<file path="config.mk">
export PLATFORM = sky130hd
export DESIGN_NAME = pst_divider
export DESIGN_NICKNAME = d
export VERILOG_FILES = /design/src/design/pst_pkg.sv /design/src/design/pst_divider.sv
export SDC_FILE = /design/constraint.sdc
export NUM_CORES = 1
export LEC_CHECK = 0
export BUFFER_PORTS_ARGS = -buffer_cell sky130_fd_sc_hd__buf_2
export CAP_MARGIN = 10
export CORE_ASPECT_RATIO = 0.5
export CORE_MARGIN = 2
export CORE_UTILIZATION = 62
export CTS_CLUSTER_DIAMETER = 100
export CTS_CLUSTER_SIZE = 40
export DETAILED_ROUTE_END_ITERATION = 7
export MAX_ROUTING_LAYER = met4
export PLACE_DENSITY = 0.85
export SYNTH_ARGS = -nofsm -noshare
export SYNTH_HDL_FRONTEND = slang
export SYNTH_SLANG_ARGS = --single-unit
</file>
<file path="constraint.sdc">
create_clock -name clk -period 4.4 [get_ports clk]
set_input_delay 0.44 -clock clk [delete_from_list [all_inputs] [get_ports clk]]
set_output_delay 0.44 -clock clk [all_outputs]
set_load 0.02 [all_outputs]
</file>
<file path="src/design/pst_pkg.sv">
// pst_pkg: widths, status types and constants for the prime-square tester.
// No dependencies; imported by prime_square_test, pst_isqrt, pst_divider and pst_num_if.

package pst_pkg;

  localparam int NUM_WIDTH = 64;
  // Root is half the (even-padded) number width.
  localparam int ROOT_W = (NUM_WIDTH + 1) / 2;
  localparam int SQ_W = 2 * ROOT_W;
  // Partial remainder of the square root: two bits above the root.
  localparam int REM_W = ROOT_W + 2;
  // Trial divisors reach floor(sqrt(root)) + 1; at least 4 bits so 11 fits.
  localparam int DIV_W = ((ROOT_W + 1) / 2 + 1 > 4) ? (ROOT_W + 1) / 2 + 1 : 4;
  localparam int DSQ_W = 2 * DIV_W;
  localparam int CNT_W = $clog2(ROOT_W + 1);

  localparam logic [DIV_W-1:0] FIRST_TRIAL = DIV_W'(11);
  localparam logic [DSQ_W-1:0] FIRST_TRIAL_SQ = DSQ_W'(121);
  localparam logic [1:0] SP_FIRST = 2'd0;
  localparam logic [1:0] SP_LAST = 2'd3;

  // Status of a serial unit: done pulses once, zero is the final remainder test.
  typedef struct packed {
    logic done;
    logic zero;
  } pst_unit_stat_t;

  function automatic logic [DIV_W-1:0] small_prime(input logic [1:0] idx);
    logic [DIV_W-1:0] p;
    unique case (idx)
      2'd0: p = DIV_W'(2);
      2'd1: p = DIV_W'(3);
      2'd2: p = DIV_W'(5);
      default: p = DIV_W'(7);
    endcase
    return p;
  endfunction

endpackage

</file>
<file path="src/design/pst_divider.sv">
// pst_divider: restoring bit-serial remainder, one dividend bit per cycle.
// Depends on pst_pkg. zero in the status flags an exact division.

module pst_divider
  import pst_pkg::*;
(
  input  logic              clk,
  input  logic              rst,
  input  logic              start,
  input  logic [ROOT_W-1:0] dividend,
  input  logic [DIV_W-1:0]  divisor,
  output pst_unit_stat_t    stat
);

  logic             running;
  logic             done;
  logic [CNT_W-1:0] cnt;
  logic [ROOT_W-1:0] qsh;
  logic [DIV_W-1:0] dvs;
  logic [DIV_W-1:0] rem;
  logic [DIV_W:0]   rem_t;
  logic [DIV_W:0]   diff;
  logic             ge;

  assign rem_t = {rem, qsh[ROOT_W-1]};
  assign diff = rem_t - {1'b0, dvs};
  assign ge = rem_t >= {1'b0, dvs};

  always_ff @(posedge clk) begin
    if (rst) begin
      running <= 1'b0;
      done <= 1'b0;
      cnt <= '0;
    end else begin
      done <= 1'b0;
      if (start) begin
        running <= 1'b1;
        cnt <= CNT_W'(ROOT_W);
      end else if (running) begin
        cnt <= cnt - CNT_W'(1);
        if (cnt == CNT_W'(1)) begin
          running <= 1'b0;
          done <= 1'b1;
        end
      end
    end
  end

  always_ff @(posedge clk) begin
    if (start) begin
      qsh <= dividend;
      dvs <= divisor;
      rem <= '0;
    end else if (running) begin
      qsh <= {qsh[ROOT_W-2:0], 1'b0};
      rem <= ge ? diff[DIV_W-1:0] : rem_t[DIV_W-1:0];
    end
  end

  assign stat.done = done;
  assign stat.zero = (rem == '0);

endmodule

</file>
==> reports/results.tsv, run 1 <==
stage	metric	value	unit
outcome	status	complete, no violations	
power	power_frac_seq	47.3	%
critical_path	end_kind	register	
synth	syn_nets	422	
die	die_w	116	um
cells_and_area	drive_gt1_share	26.0	%
placement	placed_cells	480	
power	pwr_density_cell	400	nW/um^2
synth	yosys-top-cells-area	edfxtp_1 (38%), dfxtp_1 (13%), mux2_2 (9.0%)	
drt	routed_wl	7.54	mm
grt	grt_max_degree	66	
cts	cts_sinks	74	
sta	setup_tns	0	ps
synth	async_reset_ff_share	0	%
cts	clock-root-buffer	clkbuf_16	
synth	synthFlopType	edfxtp_1	
drt	drc	0	
critical_path	cp-start-kind	register	
power	comb_power_share	16.4	%
drt	drtIter0Drc	195	
sta	hold_viol	0	
synth	syn_inst	350	
cts	holdBufCountCts	0	
sta	tightest_slew	1190	ps
grt	overflow	0	
cts	post-cts-setup-buffers	0	
synth	syn_avg_cell_area	11.0	sq um
drt	via_per_inst	5.61	
die	core	6030	sq um
cts	clockBufferDepth	2	
power	power.internal	1320	uW
synth	ys_seq_area_share	51.1	%
die	chipHeight	59.8	um
critical_path	arrival	2900	ps
grt	antenna_found_initial	0	
power	p_sw_share	25.6	%
die	rows	20	
cts	cts_max_level	3	
synth	synth_most_common_cell	edfxtp_1	
placement	numPortBuffers	53	
synth	yosys-top-cells-count	edfxtp_1 (49), mux2_2 (31), nor2_1 (31)	
synth	synthDominantCellAreaShare	38.1	%
drt	dr.pass1.iters	4	
critical_path	crit_type	reg -> reg	
drt	dr_total_vias	2781	
die	die-area	6910	sq um
power	power_switching	455	uW
sta	drv_slew	0	
synth	netlist_area	3860	sq um
synth	synth-seq-cells	74	
placement	hpwlAfterDp	5.17	mm
synth	synth.largest_area_cell	edfxtp_1	
grt	grt_pass1_wl	12.2	mm
synth	ys.warnings.count	0	
critical_path	cp_data_required_time	4650	ps
synth	yosysUniqueCellTypes	46	
cts	cts_resized	0	
die	ios	54	
placement	pre_cts_slack	1760	ps
cts	path_clk_slew	60	ps
hold_path	hp-class	in -> reg	
sta	fmax	0.376	GHz
cells_and_area	instances_no_fill	496	
sta	finClkSkew	4.48	ps
synth	synth_edf_count	49	
sta	timing.hold.ws	289	ps
power	p_clk_share	36.3	%
sta	worst_slack	1740	ps
grt	grt.total_usage	24.1	%
power	ir_drop	0.287	mV
run	maxCapViolations	0	
sta	rsz0062_at_grt	no	
placement	place_congestion	0.994	
die	start_util	64.0	%
sta	finalCritPeriodShare	60.4	%
sta	setup_viol	0	
sta	maxSlewHeadroom	20.9	%
cells_and_area	fin_nets	475	
cells_and_area	area_growth	15.1	%
sta	fin_crit	2660	ps
cts	clk-insertion-delay-late	320	ps
cells_and_area	n_antenna_cell	0	
cts	cts-buffers-inserted	9	
drt	routedWlPerCell	15.2	um
drt	ant_nets	0	
power	total_power	1770	uW
power	p_leak	0.00185	uW
grt	grt_pass1_vias	2685	
critical_path	cp_max_fo	23	
cts	cts_tree	built	
routing by layer:
metal  up-vias  routed length, um  global-route usage, %
met3         4                475                   7.61
li1       1372                  -                      -
met1      1315               3470                   29.3
met2        90               3560                   39.4
met5         -                  0                      -
met4         0                 30                   6.54
power groups by stage:
stage / combinational [uW] / sequential [uW] / clock (uW)
3_3_place_gp: 276 / 849 / 0
3_5_place_dp: 287 / 852 / 0
5_1_grt: 324 / 844 / 686
2_1_floorplan: 219 / 841 / 0
4_1_cts: 290 / 838 / 656
6_report: 291 / 838 / 645
per-stage QoR:
| stage | cell area [sq um] | util (%) |
|---|---|---|
| finish | 4440 | 73.6 |
| global route | 4440 | 73.6 |
| CTS | 4440 | 73.6 |
| detailed placement | 4170 | 69.2 |
| global placement | 4170 | 69.2 |
| floorplan | 3860 | - |
cells in the final DEF (no fill, tap or decap), drive strengths merged, types with 2 or more instances in the layout:
cell type | Yosys | final
or2 | 2 | 2
and2 | 2 | 2
nor2 | 31 | 31
a21oi | 19 | 19
o21bai | 2 | 2
xnor2 | 9 | 9
o211a | 2 | 2
inv | 27 | 27
clkinvlp | 0 | 2
nand2b | 2 | 2
nand3 | 8 | 8
o21a | 2 | 2
ha | 19 | 19
edfxtp | 49 | 49
nand2 | 28 | 28
a31oi | 2 | 2
dfxtp | 25 | 25
o21ai | 19 | 19
clkinv | 0 | 3
nor3 | 7 | 7
nor4 | 7 | 7
a21o | 3 | 3
clkbuf | 6 | 11
nand4 | 3 | 3
a211oi | 9 | 9
xor2 | 9 | 9
mux2i | 9 | 9
buf | 7 | 55
mux2 | 31 | 31
flip-flops by register name, indices dropped and copies added (netlist names):
register and flops:
running 1, rem 17, dvs 17, qsh 32, done 1, cnt 6
cell type report:
| type | count | area (sq um) |
|---|---|---|
| clock buffer | 11 | 233 |
| multi-input combinational | 236 | 1710 |
| timing repair buffer | 55 | 280 |
| tap | 88 | 110 |
| inverter | 27 | 101 |
| sequential | 74 | 1970 |
| fill | 418 | 1590 |
| clock inverter | 5 | 31.3 |
final timing paths:
| check | start | end | slack [ps] | depth (start not counted) |
|---|---|---|---|---|
| min | divisor[0] | dvs[0] | 290 | 1 |
| min reg2reg | cnt[0] | cnt[0] | 500 | 2 |
| max reg2reg | qsh[31] | rem[16] | 1740 | 11 |
| max | qsh[31] | rem[16] | 1740 | 11 |
cell families (layout without fill, tap and decap cells):
group	Yosys count	in the layout	synth area share (%)
AOI/OAI and AO/OA	66	66	11.0
xor gates and xnor gates	18	18	4.09
adders and majority gates	20	20	6.68
buffers and inverters	40	98	4.54
DFF	74	74	51.1
muxes	40	40	11.4
and+or+nand+nor	92	92	11.2
worst max-delay path, stage by stage, from the launching register on:
cell	delay, ps
edfxtp_1	380
inv_1	70
ha_1	160
inv_1	60
fa_1	410
a21oi_2	210
o211ai_2	170
o2111ai_2	280
nand3_4	320
nor3_1	330
a21oi_1	70
o21ai_0	110
No activity file was read; power rests on OpenSTA's default activity.
==> inputs of run 2 (changes only) <==
- ABC_AREA: default -> 1
- CORE_UTILIZATION: 62 -> 53
- PLACE_DENSITY: 0.85 -> 0.77
- clock period: 4.4 -> 2.4 ns (I/O delays scaled with it)
==> reports/results.tsv, run 2 <==
stage	metric	value	unit	change
sta	setup_viol	0		unchanged
drt	drc	0		unchanged
sta	fin_crit	2070	ps	-586 ps
cells_and_area	top_regs	qsh: 32 flops, dvs: 17 flops, rem: 17 flops		
cts	cts_resized	0		unchanged
synth	ys_seq_area_share	46.1	%	-5.1 points
cts	cts_tree	built		
sta	setup_tns	0	ps	unchanged
sta	hold_viol	0		unchanged
critical_path	cp-start-kind	register		
cells_and_area	fin_nets	677		+43%
die	ios	54		unchanged
die	die_w	131	um	+13%
hold_path	hp-class	in -> reg		
die	rows	23		+15%
cts	cts_max_level	3		unchanged
cts	clockBufferDepth	2		unchanged
cells_and_area	final_util	62.7	%	-11 points
grt	grt_pass1_vias	3154		+17%
critical_path	end_kind	register		
sta	fmax	0.483	GHz	+28%
die	start_util	54.1	%	-9.9 points
critical_path	cp_max_fo	19		-17%
cells_and_area	final_cell_mix	nand2_1 (217), inv_1 (83), buf_2 (53)		
grt	grt.total_usage	22.2	%	-1.9 points
cells_and_area	largest_reg_flops	32		unchanged
cts	cts_sinks	74		unchanged
sta	finClkSkew	5.36	ps	+0.883 ps
run	maxCapViolations	0		unchanged
synth	synthFlopType	edfxtp_1		
placement	place_congestion	0.956		-3.8%
cells_and_area	instances_no_fill	722		+46%
synth	netlist_area	4280	sq um	+11%
cts	clock-root-buffer	clkbuf_16		
synth	synth_edf_count	49		unchanged
die	core	7910	sq um	+31%
cells_and_area	area_growth	15.9	%	
sta	maxSlewHeadroom	53.6	%	+33 points
cells_and_area	final_area	4960	sq um	+12%
synth	ys.warnings.count	0		unchanged
critical_path	cpMaxStageDelayCell	fa_1		
drt	routedWlPerCell	12.4	um	-18%
synth	yosys-top-cells-area	edfxtp_1 (34%), nand2_1 (19%), dfxtp_1 (12%)		
synth	synth.largest_area_cell	edfxtp_1		
cts	post-cts-setup-buffers	0		unchanged
drt	dr_total_vias	3494		+26%
grt	antenna_found_initial	0		unchanged
cts	holdBufCountCts	0		unchanged
sta	timing.hold.ws	83.1	ps	-205 ps
cells_and_area	layout_commonest_cell	nand2_1		
cells_and_area	drive_gt1_share	15.9	%	-10 points
synth	yosys-top-cells-count	nand2_1 (217), inv_1 (83), edfxtp_1 (49)		
drt	ant_nets	0		unchanged
synth	async_reset_ff_share	0	%	unchanged
power	pwr_density_cell	662	nW/um^2	+66%
synth	syn_avg_cell_area	7.80	sq um	-29%
cells_and_area	n_fill_cell	670		+60%
critical_path	cp_data_required_time	2650	ps	-2000 ps
sta	finalCritPeriodShare	86.3	%	+26 points
drt	drtIter0Drc	229		+17%
sta	tightest_slew	694	ps	-492 ps
synth	yosysUniqueCellTypes	34		-26%
synth	synth-seq-cells	74		unchanged
drt	routed_wl	8.97	mm	+19%
drt	via_per_inst	4.84		-14%
synth	synthDominantCellAreaShare	34.4	%	-3.8 points
cells_and_area	n_antenna_cell	0		unchanged
cts	clk-insertion-delay-late	330	ps	about the same
grt	grt_max_degree	52		-21%
synth	synth_most_common_cell	nand2_1		
placement	placed_cells	706		+47%
power	ir_drop	0.381	mV	+33%
die	chipHeight	67.6	um	+13%
critical_path	crit_type	reg -> reg		
critical_path	cp_slowest_stage_delay	430	ps	+20 ps
cts	cts-buffers-inserted	9		unchanged
synth	syn_nets	621		+47%
grt	grt_pass1_wl	14.9	mm	+22%
cts	path_clk_slew	60	ps	about the same
die	die-area	8860	sq um	+28%
critical_path	arrival	2320	ps	-580 ps
outcome	status	complete, no violations		
drt	dr.pass1.iters	4		unchanged
grt	overflow	0		unchanged
sta	drv_slew	0		unchanged
power	p_leak	0.00257	uW	+39%
critical_path	cp_cell_sequence	inv_1 -> ha_1 -> inv_1 -> fa_1 -> nand3_1 -> nand3_2 -> nand2_4 -> nand2_4 -> nand2_1 -> nand3_1 -> o21ai_0		
placement	hpwlAfterDp	6.53	mm	+26%
cells_and_area	top_register	qsh		
placement	place_area	4640	sq um	+11%
sta	rsz0062_at_grt	no		
placement	numPortBuffers	53		unchanged
synth	syn_inst	549		+57%
run 2: cell count changes after synthesis, moves of 9 or more:
| cell | change |
|---|---|
| nand3_1 | +32 |
| nand2_1 | +189 |
| mux2i_1 | -9 |
| o21ai_0 | -10 |
| mux2_2 | -31 |
| inv_1 | +56 |
run 2: kinds of logic after synthesis:
kind of cell	count (synthesis)	share of synthesized area [%]
compound gates	23	2.81
xor+xnor	8	1.64
fa+ha+maj	20	6.02
buf+inv	98	9.35
flops	74	46.1
simple gates	326	34.1
run 2: path summary, 6_finish.rpt:
path,cells after the start,slack (ps),end,startpoint
setup / recovery,11,330,rem[5],qsh[31]
hold reg to reg,2,490,rem[15],rem[15]
setup reg to reg,11,330,rem[5],qsh[31]
hold / removal,1,80,dvs[13],divisor[13]
run 2: routing by layer:
layer  share of wire, %  vias up  global-route usage, %
met4               0.97        0                   5.57
met3                5.7        8                   5.18
met2                 42      108                   33.7
met1                 52     1530                   30.4
li1                   -     1848                      -
met5                  0        -                      -
run 2: where the power goes:
part,internal [uW],switching [uW]
combinational,129,223
clock,914,525
sequential,1470,29.4
run 2: stage by stage:
stage	setup slack [ps]	total power [uW]
global placement	388	1860
global route	94.6	3400
detailed placement	361	1870
CTS	327	3300
finish	329	3290
floorplan	503	1750
run 2: final cells by class:
| cell class | instances | area (sq um) | share of cell area (%) |
|---|---|---|---|
| flip-flops and latches | 74 | 1970 | 39.7 |
| clock inverters | 6 | 90.1 | 1.82 |
| repair buffers | 58 | 303 | 6.10 |
| multi-input cells | 377 | 1910 | 38.5 |
| well taps | 112 | 140 | 2.82 |
| clock buffers | 10 | 229 | 4.61 |
| inverters | 85 | 319 | 6.43 |
run 2: worst max-delay path: cells and delay by family (launching register included):
kind	cells	cell delay, ps
compound gates	1	80
simple gates	6	850
buf+inv	2	140
flops	1	350
fa+ha+maj	2	570
